<file path="src/design/atilt_pkg.sv">
`timescale 1ns / 1ps
// ----------------------------------------------------------------------------
// atilt_pkg
// Shared types, constants and the microcode program of the tilt angle block.
// ----------------------------------------------------------------------------
package atilt_pkg;

  localparam int PC_W = 5;

  localparam logic [15:0] TILT_NUM = 16'd18000;
  localparam logic [15:0] TILT_DEN = 16'd314;

  // root loop runs 16 steps, each divide loop 6 steps
  localparam logic [3:0] SQRT_LAST = 4'd15;
  localparam logic [3:0] DIV_LAST  = 4'd5;
  localparam logic [31:0] SQRT_TOP_BIT = 32'h4000_0000;

  typedef enum logic [3:0] {
    OP_NOP,
    OP_SQ_X,
    OP_SQ_Y,
    OP_SQ_Z,
    OP_SQRT_INIT,
    OP_SQRT_STEP,
    OP_MUL_DEN,
    OP_MUL_NUMX,
    OP_MUL_NUMY,
    OP_DIV_INIT,
    OP_DIV_STEP,
    OP_STORE_X,
    OP_STORE_Y,
    OP_RESULT,
    OP_RESULT_HELD
  } op_t;

  typedef enum logic [2:0] {
    COND_NEXT,
    COND_ALWAYS,
    COND_WAIT_IN,
    COND_LOOP,
    COND_ZERO,
    COND_WAIT_OUT
  } cond_t;

  typedef struct packed {
    op_t              op;
    cond_t            cond;
    logic [PC_W-1:0]  target;
  } ctrl_t;

  typedef struct packed {
    logic cnt_zero;
    logic root_zero;
  } status_t;

  // program step addresses
  localparam logic [PC_W-1:0] ST_IDLE  = 5'd0;
  localparam logic [PC_W-1:0] ST_SQX   = 5'd1;
  localparam logic [PC_W-1:0] ST_SQY   = 5'd2;
  localparam logic [PC_W-1:0] ST_SQZ   = 5'd3;
  localparam logic [PC_W-1:0] ST_RINIT = 5'd4;
  localparam logic [PC_W-1:0] ST_RSTEP = 5'd5;
  localparam logic [PC_W-1:0] ST_CHK   = 5'd6;
  localparam logic [PC_W-1:0] ST_DEN   = 5'd7;
  localparam logic [PC_W-1:0] ST_NUMX  = 5'd8;
  localparam logic [PC_W-1:0] ST_DINX  = 5'd9;
  localparam logic [PC_W-1:0] ST_DSTX  = 5'd10;
  localparam logic [PC_W-1:0] ST_STX   = 5'd11;
  localparam logic [PC_W-1:0] ST_NUMY  = 5'd12;
  localparam logic [PC_W-1:0] ST_DINY  = 5'd13;
  localparam logic [PC_W-1:0] ST_DSTY  = 5'd14;
  localparam logic [PC_W-1:0] ST_STY   = 5'd15;
  localparam logic [PC_W-1:0] ST_OUT   = 5'd16;
  localparam logic [PC_W-1:0] ST_HOLD  = 5'd17;

  function automatic ctrl_t ucode(input logic [PC_W-1:0] pc);
    ctrl_t c;
    c = '{op: OP_NOP, cond: COND_ALWAYS, target: ST_IDLE};
    unique case (pc)
      ST_IDLE:  c = '{op: OP_NOP,         cond: COND_WAIT_IN,  target: ST_SQX};
      ST_SQX:   c = '{op: OP_SQ_X,        cond: COND_NEXT,     target: ST_IDLE};
      ST_SQY:   c = '{op: OP_SQ_Y,        cond: COND_NEXT,     target: ST_IDLE};
      ST_SQZ:   c = '{op: OP_SQ_Z,        cond: COND_NEXT,     target: ST_IDLE};
      ST_RINIT: c = '{op: OP_SQRT_INIT,   cond: COND_NEXT,     target: ST_IDLE};
      ST_RSTEP: c = '{op: OP_SQRT_STEP,   cond: COND_LOOP,     target: ST_RSTEP};
      ST_CHK:   c = '{op: OP_NOP,         cond: COND_ZERO,     target: ST_HOLD};
      ST_DEN:   c = '{op: OP_MUL_DEN,     cond: COND_NEXT,     target: ST_IDLE};
      ST_NUMX:  c = '{op: OP_MUL_NUMX,    cond: COND_NEXT,     target: ST_IDLE};
      ST_DINX:  c = '{op: OP_DIV_INIT,    cond: COND_NEXT,     target: ST_IDLE};
      ST_DSTX:  c = '{op: OP_DIV_STEP,    cond: COND_LOOP,     target: ST_DSTX};
      ST_STX:   c = '{op: OP_STORE_X,     cond: COND_NEXT,     target: ST_IDLE};
      ST_NUMY:  c = '{op: OP_MUL_NUMY,    cond: COND_NEXT,     target: ST_IDLE};
      ST_DINY:  c = '{op: OP_DIV_INIT,    cond: COND_NEXT,     target: ST_IDLE};
      ST_DSTY:  c = '{op: OP_DIV_STEP,    cond: COND_LOOP,     target: ST_DSTY};
      ST_STY:   c = '{op: OP_STORE_Y,     cond: COND_NEXT,     target: ST_IDLE};
      ST_OUT:   c = '{op: OP_RESULT,      cond: COND_WAIT_OUT, target: ST_IDLE};
      ST_HOLD:  c = '{op: OP_RESULT_HELD, cond: COND_WAIT_OUT, target: ST_IDLE};
      default:  c = '{op: OP_NOP,         cond: COND_ALWAYS,   target: ST_IDLE};
    endcase
    return c;
  endfunction

endpackage

</file>
<file path="src/design/atilt_seq.sv">
`timescale 1ns / 1ps
// ----------------------------------------------------------------------------
// atilt_seq
// Step counter and microcode table; issues one control word per cycle.
// ----------------------------------------------------------------------------
module atilt_seq (
  input  logic                     clk,
  input  logic                     rst,
  input  logic                     start,
  input  logic                     out_free,
  input  atilt_pkg::status_t       status,
  output atilt_pkg::ctrl_t         ctrl,
  output logic                     idle
);

  logic [atilt_pkg::PC_W-1:0] pc;
  logic [atilt_pkg::PC_W-1:0] pc_next;
  logic [atilt_pkg::PC_W-1:0] pc_inc;

  assign ctrl   = atilt_pkg::ucode(pc);
  assign idle   = (pc == atilt_pkg::ST_IDLE);
  assign pc_inc = atilt_pkg::PC_W'(pc + 1'b1);

  always_comb begin
    pc_next = pc_inc;
    unique case (ctrl.cond)
      atilt_pkg::COND_NEXT:     pc_next = pc_inc;
      atilt_pkg::COND_ALWAYS:   pc_next = ctrl.target;
      atilt_pkg::COND_WAIT_IN:  pc_next = start ? ctrl.target : pc;
      atilt_pkg::COND_LOOP:     pc_next = status.cnt_zero ? pc_inc : ctrl.target;
      atilt_pkg::COND_ZERO:     pc_next = status.root_zero ? ctrl.target : pc_inc;
      atilt_pkg::COND_WAIT_OUT: pc_next = out_free ? ctrl.target : pc;
      default:                  pc_next = atilt_pkg::ST_IDLE;
    endcase
  end

  always_ff @(posedge clk) begin
    if (rst) begin
      pc <= atilt_pkg::ST_IDLE;
    end else begin
      pc <= pc_next;
    end
  end

endmodule

</file>
<file path="src/design/atilt_dp.sv">
`timescale 1ns / 1ps
// ----------------------------------------------------------------------------
// atilt_dp
// Datapath: shared multiplier, root step, divide step and angle state.
// ----------------------------------------------------------------------------
module atilt_dp (
  input  logic                     clk,
  input  logic                     rst,
  input  logic                     load,
  input  logic signed [15:0]       accel_x,
  input  logic signed [15:0]       accel_y,
  input  logic signed [15:0]       accel_z,
  input  atilt_pkg::ctrl_t         ctrl,
  output atilt_pkg::status_t       status,
  output logic signed [6:0]        last_x,
  output logic signed [6:0]        last_y
);

  logic [15:0] ax, ay, az;
  logic        sx, sy;
  logic [31:0] acc;
  logic [31:0] root;
  logic [31:0] bitv;
  logic [24:0] den;
  logic [29:0] rem;
  logic [29:0] dsh;
  logic [5:0]  quo;
  logic [3:0]  cnt;

  logic [15:0] mul_a, mul_b;
  logic [31:0] prod;
  logic [32:0] trial;
  logic        take;
  logic        dtake;
  logic [6:0]  q7;
  logic [6:0]  angle;
  logic        sgn;

  // abs of a 16-bit two's complement value fits 16 unsigned bits
  function automatic logic [15:0] abs16(input logic [15:0] v);
    return v[15] ? 16'(~v + 16'd1) : v;
  endfunction

  always_comb begin
    mul_a = '0;
    mul_b = '0;
    case (ctrl.op)
      atilt_pkg::OP_SQ_X:     begin mul_a = ax;        mul_b = ax; end
      atilt_pkg::OP_SQ_Y:     begin mul_a = ay;        mul_b = ay; end
      atilt_pkg::OP_SQ_Z:     begin mul_a = az;        mul_b = az; end
      atilt_pkg::OP_MUL_DEN:  begin mul_a = root[15:0]; mul_b = atilt_pkg::TILT_DEN; end
      atilt_pkg::OP_MUL_NUMX: begin mul_a = ax;        mul_b = atilt_pkg::TILT_NUM; end
      atilt_pkg::OP_MUL_NUMY: begin mul_a = ay;        mul_b = atilt_pkg::TILT_NUM; end
      default:                begin mul_a = '0;        mul_b = '0; end
    endcase
  end

  assign prod  = {16'd0, mul_a} * {16'd0, mul_b};
  assign trial = {1'b0, root} + {1'b0, bitv};
  assign take  = ({1'b0, acc} >= trial);
  assign dtake = (rem >= dsh);

  assign q7    = {1'b0, quo};
  assign sgn   = (ctrl.op == atilt_pkg::OP_STORE_X) ? sx : sy;
  assign angle = sgn ? 7'(~q7 + 7'd1) : q7;

  assign status.cnt_zero  = (cnt == '0);
  assign status.root_zero = (root == '0);

  always_ff @(posedge clk) begin
    if (load) begin
      ax <= abs16(accel_x);
      ay <= abs16(accel_y);
      az <= abs16(accel_z);
      sx <= accel_x[15];
      sy <= accel_y[15];
    end
    case (ctrl.op)
      atilt_pkg::OP_SQ_X:      acc <= prod;
      // sum of three squares stays below 2^32
      atilt_pkg::OP_SQ_Y,
      atilt_pkg::OP_SQ_Z:      acc <= acc + prod;
      atilt_pkg::OP_SQRT_INIT: begin
        root <= '0;
        bitv <= atilt_pkg::SQRT_TOP_BIT;
        cnt  <= atilt_pkg::SQRT_LAST;
      end
      atilt_pkg::OP_SQRT_STEP: begin
        if (take) begin
          acc  <= 32'(acc - trial[31:0]);
          root <= (root >> 1) + bitv;
        end else begin
          root <= root >> 1;
        end
        bitv <= bitv >> 2;
        cnt  <= cnt - 4'd1;
      end
      atilt_pkg::OP_MUL_DEN:   den <= prod[24:0];
      atilt_pkg::OP_MUL_NUMX,
      atilt_pkg::OP_MUL_NUMY:  rem <= prod[29:0];
      atilt_pkg::OP_DIV_INIT: begin
        // quotient is at most 57, so six bits cover it
        dsh <= {den, 5'd0};
        quo <= '0;
        cnt <= atilt_pkg::DIV_LAST;
      end
      atilt_pkg::OP_DIV_STEP: begin
        if (dtake) begin
          rem <= rem - dsh;
        end
        quo <= {quo[4:0], dtake};
        dsh <= dsh >> 1;
        cnt <= cnt - 4'd1;
      end
      default: ;
    endcase
  end

  always_ff @(posedge clk) begin
    if (rst) begin
      last_x <= '0;
      last_y <= '0;
    end else if (ctrl.op == atilt_pkg::OP_STORE_X) begin
      last_x <= angle;
    end else if (ctrl.op == atilt_pkg::OP_STORE_Y) begin
      last_y <= angle;
    end
  end

endmodule

</file>
<file path="src/design/accel_tilt_angle_top.sv">
`timescale 1ns / 1ps
// ----------------------------------------------------------------------------
// accel_tilt_angle_top
// Tilt angles from one three-axis accelerometer sample.
// ----------------------------------------------------------------------------
// Input channel: in_valid/in_ready with accel_x, accel_y, accel_z (signed).
// Output channel: out_valid/out_ready with angle_x, angle_y (signed, -57..57)
// and held. One result per sample, in order.
// The magnitude is the floor square root of the sum of squares; each angle
// is axis*18000 / (magnitude*314) truncated toward zero. An all-zero sample
// repeats the last angles with held set.
// A microcoded sequencer steps one shared multiplier, a radix-4 root unit
// and a restoring divider. A sample runs through the three squares, the
// 16-step root loop and the zero check; unless the sample is all zero, a
// denominator multiply and, per axis, a multiply, a 6-step divide loop and
// a store follow. A new sample is taken only once the sequencer is idle.
// in_ready is high only while the sequencer is idle. A finished result sits
// in the output register; the next sample is accepted and worked on while it
// waits, and the sequencer holds at its last step if the register is still
// full. Reset clears the sequencer, the output valid and the stored angles.
// ----------------------------------------------------------------------------
module accel_tilt_angle_top (
  input  logic               clk,
  input  logic               rst,
  input  logic               in_valid,
  output logic               in_ready,
  input  logic signed [15:0] accel_x,
  input  logic signed [15:0] accel_y,
  input  logic signed [15:0] accel_z,
  output logic               out_valid,
  input  logic               out_ready,
  output logic signed [6:0]  angle_x,
  output logic signed [6:0]  angle_y,
  output logic               held
);

  atilt_pkg::ctrl_t   ctrl;
  atilt_pkg::status_t status;
  logic               in_fire;
  logic               out_free;
  logic               out_load;
  logic signed [6:0]  last_x;
  logic signed [6:0]  last_y;

  assign in_fire  = in_valid && in_ready;
  assign out_free = !out_valid || out_ready;
  assign out_load = out_free && ((ctrl.op == atilt_pkg::OP_RESULT) ||
                                 (ctrl.op == atilt_pkg::OP_RESULT_HELD));

  atilt_seq u_seq (
    .clk      (clk),
    .rst      (rst),
    .start    (in_fire),
    .out_free (out_free),
    .status   (status),
    .ctrl     (ctrl),
    .idle     (in_ready)
  );

  atilt_dp u_dp (
    .clk     (clk),
    .rst     (rst),
    .load    (in_fire),
    .accel_x (accel_x),
    .accel_y (accel_y),
    .accel_z (accel_z),
    .ctrl    (ctrl),
    .status  (status),
    .last_x  (last_x),
    .last_y  (last_y)
  );

  always_ff @(posedge clk) begin
    if (rst) begin
      out_valid <= 1'b0;
    end else if (out_load) begin
      out_valid <= 1'b1;
    end else if (out_ready) begin
      out_valid <= 1'b0;
    end
  end

  always_ff @(posedge clk) begin
    if (out_load) begin
      angle_x <= last_x;
      angle_y <= last_y;
      held    <= (ctrl.op == atilt_pkg::OP_RESULT_HELD);
    end
  end

  // sequencer is busy right after taking a sample
  a_busy_after_accept: assert property (@(posedge clk) disable iff (rst)
    in_fire |=> !in_ready)
    else $error("sample accepted while sequencer stayed idle");

  // every result lies within the linear angle range
  a_angle_range: assert property (@(posedge clk) disable iff (rst)
    out_valid |-> (angle_x >= -7'sd57) && (angle_x <= 7'sd57) &&
                  (angle_y >= -7'sd57) && (angle_y <= 7'sd57))
    else $error("angle out of range");

  // a freshly loaded result carries the stored angles
  a_load_matches_state: assert property (@(posedge clk) disable iff (rst)
    out_load |=> (angle_x == $past(last_x)) && (angle_y == $past(last_y)))
    else $error("result does not match stored angles");

endmodule

</file>
<file path="config.mk">
export PLATFORM = sky130hd
export DESIGN_NAME = accel_tilt_angle_top
export DESIGN_NICKNAME = d
export VERILOG_FILES = /design/src/design/atilt_pkg.sv /design/src/design/atilt_seq.sv /design/src/design/atilt_dp.sv /design/src/design/accel_tilt_angle_top.sv
export SDC_FILE = /design/constraint.sdc
export NUM_CORES = 1
export LEC_CHECK = 0
export BUFFER_PORTS_ARGS = -buffer_cell sky130_fd_sc_hd__buf_2
export CORE_ASPECT_RATIO = 1.2
export CORE_MARGIN = 5
export CORE_UTILIZATION = 41
export DETAILED_ROUTE_END_ITERATION = 10
export SLEW_MARGIN = 30
export SYNTH_ARGS = -nofsm -noshare
export SYNTH_HDL_FRONTEND = slang
export SYNTH_HIERARCHICAL = 1
export SYNTH_SLANG_ARGS = --single-unit
</file>
<file path="constraint.sdc">
create_clock -name clk -period 15.2 [get_ports clk]
set_input_delay 3.04 -clock clk [delete_from_list [all_inputs] [get_ports clk]]
set_output_delay 3.04 -clock clk [all_outputs]
set_load 0.01 [all_outputs]
</file>
==> out/metrics.yaml, run 1 <==
timing:
  skew_ns: 0.0245
  maxSlewHeadroom_pct: 37.7
  finalSetupViolCount: 0
  period_needed_ns: 11.63
  max_freq_ghz: 0.0860
  hold_viol: 0
  drv_slew: 0
  finalSetupTns_ns: 0
  fin_crit_sh_pct: 76.5
  rsz0062_at_grt: "no"
  worst_pin_slew_ns: 0.933
  timing.hold.ws_ns: 0.432
placed_design:
  hpwl_mm: 64.1
  place_congestion: 0.953
  portBuffers: 68
  post-place-cells: 3997
critical_path:
  end_kind: "flop"
  slowest_stage: "dfxtp_1"
  cpMostUsedCell: "fa_1"
  path_delay_family: "adder cells"
  worstPathRequired_ns: 15.66
  start_kind: "flop"
  crit_buf_inv: 4
  crit_type: "flop to flop"
  cp.arrival_ns: 12.09
  slowest_delay_ns: 0.85
  crit_fanout: 46
global_route:
  grt_pass1_wl_mm: 127
  grt_max_degree: 109
  grt_pass1_vias: 22600
  grt-ovfl-total: 0
  antenna_found_initial: 1
  grtUsageTotal_pct: 21.9
floorplanning:
  initial_core_util_pct: 41.5
  die_area_um2: 73400
  ioPinCount: 69
  die_w_um: 248
  rows: 104
  die_h_um: 296
  coreArea_um2: 67300
clocking:
  ctsResizeCount: 0
  insertion_delay_ns: 0.61
  cts_sinks: 271
  cts_buffer_depth: 3
  cts_buffers: 31
  ctsHoldBuffers: 0
  root_buffer: "clkbuf_16"
  cts_setup_buffers: 0
  htreeDepth: 1
  cts_tree: "built"
  clk_pin_slew_ns: 0.07
routing:
  drc: 0
  routed-via-count: 22500
  drt-initial-drc-count: 1501
  post_drt_via_cell_ratio: 5.55
  first_pass_iters: 6
  routed_wl_mm: 80.7
  antenna_left: 0
  wire_per_inst_um: 19.9
run_status:
  outcome: "complete, no violations"
synthesis:
  synth_area_per_cell_um2: 8.97
  synth.net_count: 3605
  netlist_instances: 3111
  yosys_warnings: 6
  netlist_area_um2: 27900
pwr:
  power_frac_seq_pct: 19.0
  clock_power_share_pct: 14.8
  power.density_nw_per_um2: 182
  max-vdd-ir-drop_uv: 164
  leakagePower_uw: 0.0130
  total_power_uw: 5520
  p_int_uw: 2860
  comb_power_share_pct: 66.2
  power_switching_uw: 2660
  p_sw_share_pct: 48.1
run:
  maxCapViolations: 0
min_path:
  hp-class: "flop to flop"
final_layout:
  fin_nets: 3623
  syn_to_final_growth_pct: 8.82
  drive_gt1_share_pct: 7.32
  instances_no_fill: 4055
  final_common_cell: "nand2_1"
  fill_cells: 6620
  final_core_util_pct: 45.1
  diodes: 0
  layout_common_cells: "nand2_1 (426), inv_1 (318), nor2_1 (288)"
## final timing paths
check | from | to | slack (ns) | depth (start not counted)
setup / recovery | u_seq/ctrl[9]$_DFF_P_ | u_dp/acc[31]$_DFFE_PP_ | 3.57 | 37
hold / removal | u_dp/last_x[5]$_SDFFE_PP0P_ | angle_x[5]$_DFFE_PP_ | 0.43 | 0
setup reg to reg | u_seq/ctrl[9]$_DFF_P_ | u_dp/acc[31]$_DFFE_PP_ | 3.57 | 37
hold reg to reg | u_dp/last_x[5]$_SDFFE_PP0P_ | angle_x[5]$_DFFE_PP_ | 0.43 | 0
## registers in the layout, summed over array words and instances, names as in the netlist
name and flops:
u_dp/acc 32, u_dp/root 32, u_dp/ay 16, u_dp/den 25, u_dp/bitv 16, u_dp/rem 30, u_dp/az 16, u_dp/last_x 7
u_dp/dsh 30, u_seq/pc 5, angle_x 7, u_dp/ax 16, angle_y 7, u_dp/last_y 7, u_dp/cnt 4, held 1
u_dp/sx 1, u_dp/quo 6, out_valid 1, u_dp/sy 1, u_seq/ctrl 11
## layer usage
metal	track usage [%]	part of all wire, %	up-vias
met4	10.2	5.6	2
met5	0	0.017	-
li1	-	-	10900
met1	28.2	42	10800
met2	36.7	47	698
met3	3.03	5.4	187
## worst reg2reg max path, delay by kind of cell (launching register included)
kind	cells	cell delay [ns]
compound gates	12	2.66
flops	1	0.85
simple gates	11	2.66
buf+inv	4	0.70
xor+xnor	2	0.90
fa+ha+maj	8	3.72
## power by group through the flow
stage / Combinational, µW / Clock (µW) / Sequential, µW
final: 3660 / 816 / 1050
after global routing: 4030 / 865 / 1050
after CTS: 3630 / 839 / 1050
after detailed placement: 3610 / 0 / 1060
after global placement: 3600 / 0 / 1060
after floorplan: 2730 / 0 / 1020
## per-stage QoR
step / setup WS (ns) / cell area [µm²]
3_5_place_dp: 3.75 / 29200
2_1_floorplan: 4.28 / 27900
3_3_place_gp: 3.46 / 29200
6_report: 3.57 / 30400
4_1_cts: 3.71 / 30400
5_1_grt: 3.03 / 30400
## layout make-up
class | instances | area (µm²) | area share [%]
Clock buffer | 39 | 900 | 2.96
Inverter | 322 | 1210 | 3.98
Clock inverter | 19 | 220 | 0.725
Timing Repair Buffer | 99 | 573 | 1.89
Tap cell | 901 | 1130 | 3.71
Multi-Input combinational cell | 2404 | 18500 | 60.9
Sequential cell | 271 | 7830 | 25.8
No activity file was read; power rests on OpenSTA's default activity.
==> run 2: changes to the inputs <==
- clock period: 15.2 -> 11.9 ns (I/O delays scaled with it)
==> run 2 against run 1 <==
Against the previous run:
- utilization is 0.14 points higher
- sequential share of layout area is 0.078 points lower
- power is 28% higher
- final cell count is 0.35% higher
- first-iteration DRC count is 18% higher
- combinational power is 29% higher
- wire length is 0.18% lower
- hold slack better by 0.0014 ns
- critical path type unchanged
==> out/metrics.yaml, run 2 (synthesized netlist as in run 1, its figures left out) <==
run_status:
  outcome: "complete, no violations"
clocking:
  cts_buffers: 31
  htreeDepth: 1
  ctsHoldBuffers: 0
  insertion_delay_ns: 0.59
  clk_pin_slew_ns: 0.06
  cts_tree: "built"
  root_buffer: "clkbuf_16"
  ctsResizeCount: 0
  cts_setup_buffers: 0
  cts_sinks: 271
  cts_buffer_depth: 3
pwr:
  clock_power_share_pct: 14.9
  comb_power_share_pct: 66.4
  max-vdd-ir-drop_uv: 193
  power_switching_uw: 3380
  power.density_nw_per_um2: 233
  leakagePower_uw: 0.0131
  power_frac_seq_pct: 18.7
  p_int_uw: 3710
  p_sw_share_pct: 47.7
critical_path:
  crit_end: "u_dp/acc[31]$_DFFE_PP_"
  crit_fanout: 12
  end_kind: "flop"
  slowest_delay_ns: 0.65
  regToRegEndpoint: "u_dp/acc[31]$_DFFE_PP_"
  cp-startpoint: "u_seq/ctrl[11]$_DFF_P_"
  rr_startpoint: "u_seq/ctrl[11]$_DFF_P_"
  worstPathRequired_ns: 12.32
  start_kind: "flop"
  cp.arrival_ns: 11.43
  r2r_cells: 33
  r2r_slack_ns: 0.89
  cpMostUsedCell: "fa_1"
  crit_type: "flop to flop"
  slowest_stage: "or3b_1"
timing:
  drv_slew: 0
  period_needed_ns: 11.01
  hold_viol: 0
  rsz0062_at_grt: "no"
  skew_ns: 0.0155
  timing.hold.ws_ns: 0.433
  max_freq_ghz: 0.0909
  maxSlewHeadroom_pct: 33.4
  finalSetupViolCount: 0
  finalSetupTns_ns: 0
  fin_crit_sh_pct: 92.5
  worst_pin_slew_ns: 0.991
placed_design:
  place_congestion: 0.990
  hpwl_mm: 64.2
  portBuffers: 68
  dpl_cell_area_um2: 29300
floorplanning:
  coreArea_um2: 67300
  die_area_um2: 73400
  die_h_um: 296
  die_w_um: 248
  ioPinCount: 69
  rows: 104
  initial_core_util_pct: 41.5
global_route:
  grt_max_degree: 65
  grt_pass1_wl_mm: 127
  grt_pass1_vias: 22600
  grtUsageTotal_pct: 21.8
  antenna_found_initial: 0
  grt-ovfl-total: 0
final_layout:
  finalInstanceArea_um2: 30500
  syn_to_final_growth_pct: 9.15
  layout_common_cells: "nand2_1 (426), inv_1 (318), nor2_1 (289)"
  fin_nets: 3636
  final_common_cell: "nand2_1"
  top_regs: "u_dp/acc x32, u_dp/root x32"
  drive_gt1_share_pct: 7.45
routing:
  post_drt_via_cell_ratio: 5.56
  routed_wl_mm: 80.6
  drt-initial-drc-count: 1770
  first_pass_iters: 7
  drc: 0
  wire_per_inst_um: 19.8
  antenna_left: 0
  routed-via-count: 22600
min_path:
  min_path_cells: 0
  hp-class: "flop to flop"
run:
  maxCapViolations: 0
## run 2: cell type report
| cell class | count | area, µm² |
|---|---|---|
| diodes | 1 | 2.50 |
| inverters | 322 | 1210 |
| fillers | 6506 | 36800 |
| multi-input cells | 2404 | 18500 |
| clock buffers | 37 | 808 |
| clock inverters | 21 | 318 |
| well taps | 901 | 1130 |
| flip-flops and latches | 271 | 7830 |
| repair buffers | 112 | 691 |
## run 2: stage by stage
| step | power, µW | instances | setup slack [ns] | utilization [%] |
|---|---|---|---|---|
| finish | 7090 | 4069 | 0.894 | 45.3 |
| global route | 7670 | 4068 | 0.277 | 45.3 |
| CTS | 7070 | 4068 | 0.930 | 45.3 |
| detailed placement | 5970 | 4010 | 0.944 | 43.6 |
| global placement | 5960 | 4009 | 1.07 | 43.5 |
| floorplan | 4790 | 3111 | 0.981 | - |
## run 2: critical path: cells and delay by family, from the launching register on
kind,cells,cell delay (ns)
and+or+nand+nor,14,4.02
buffers and inverters,3,0.19
xor gates and xnor gates,1,0.16
DFF,1,0.41
AOI/OAI and AO/OA,7,1.99
adders and majority gates,8,4.03
## run 2: how the worst min path moves through the flow
| stage | from | to | slack [ns] |
|---|---|---|---|
| detailed placement | u_dp/last_y[6]$_SDFFE_PP0P_ | angle_y[6]$_DFFE_PP_ | 0.41 |
| global route | u_dp/last_y[6]$_SDFFE_PP0P_ | angle_y[6]$_DFFE_PP_ | 0.45 |
| floorplan | u_dp/last_x[6]$_SDFFE_PP0P_ | angle_x[6]$_DFFE_PP_ | 0.40 |
| global placement | u_dp/last_y[2]$_SDFFE_PP0P_ | angle_y[2]$_DFFE_PP_ | 0.42 |
| finish | u_dp/last_y[6]$_SDFFE_PP0P_ | angle_y[6]$_DFFE_PP_ | 0.43 |
| CTS | u_dp/last_y[6]$_SDFFE_PP0P_ | angle_y[6]$_DFFE_PP_ | 0.44 |
## run 2: power groups by stage
stage	Combinational, µW	Sequential [µW]	Clock [µW]
after global routing	5210	1330	1120
final	4710	1330	1050
after CTS	4670	1320	1080
after floorplan	3490	1300	0
after global placement	4620	1340	0
after detailed placement	4630	1340	0
## run 2: routing by layer
layer  share of wire [%]  GRT usage [%]  vias to the layer above  wire [µm]
li1                    -              -                    10900          -
met1                  43           28.5                    10800      34500
met3                 5.4           2.51                      170       4350
met5                   0              0                        -          0
met4                 4.7           8.22                        0       3750
met2                  47           37.4                      703      38000
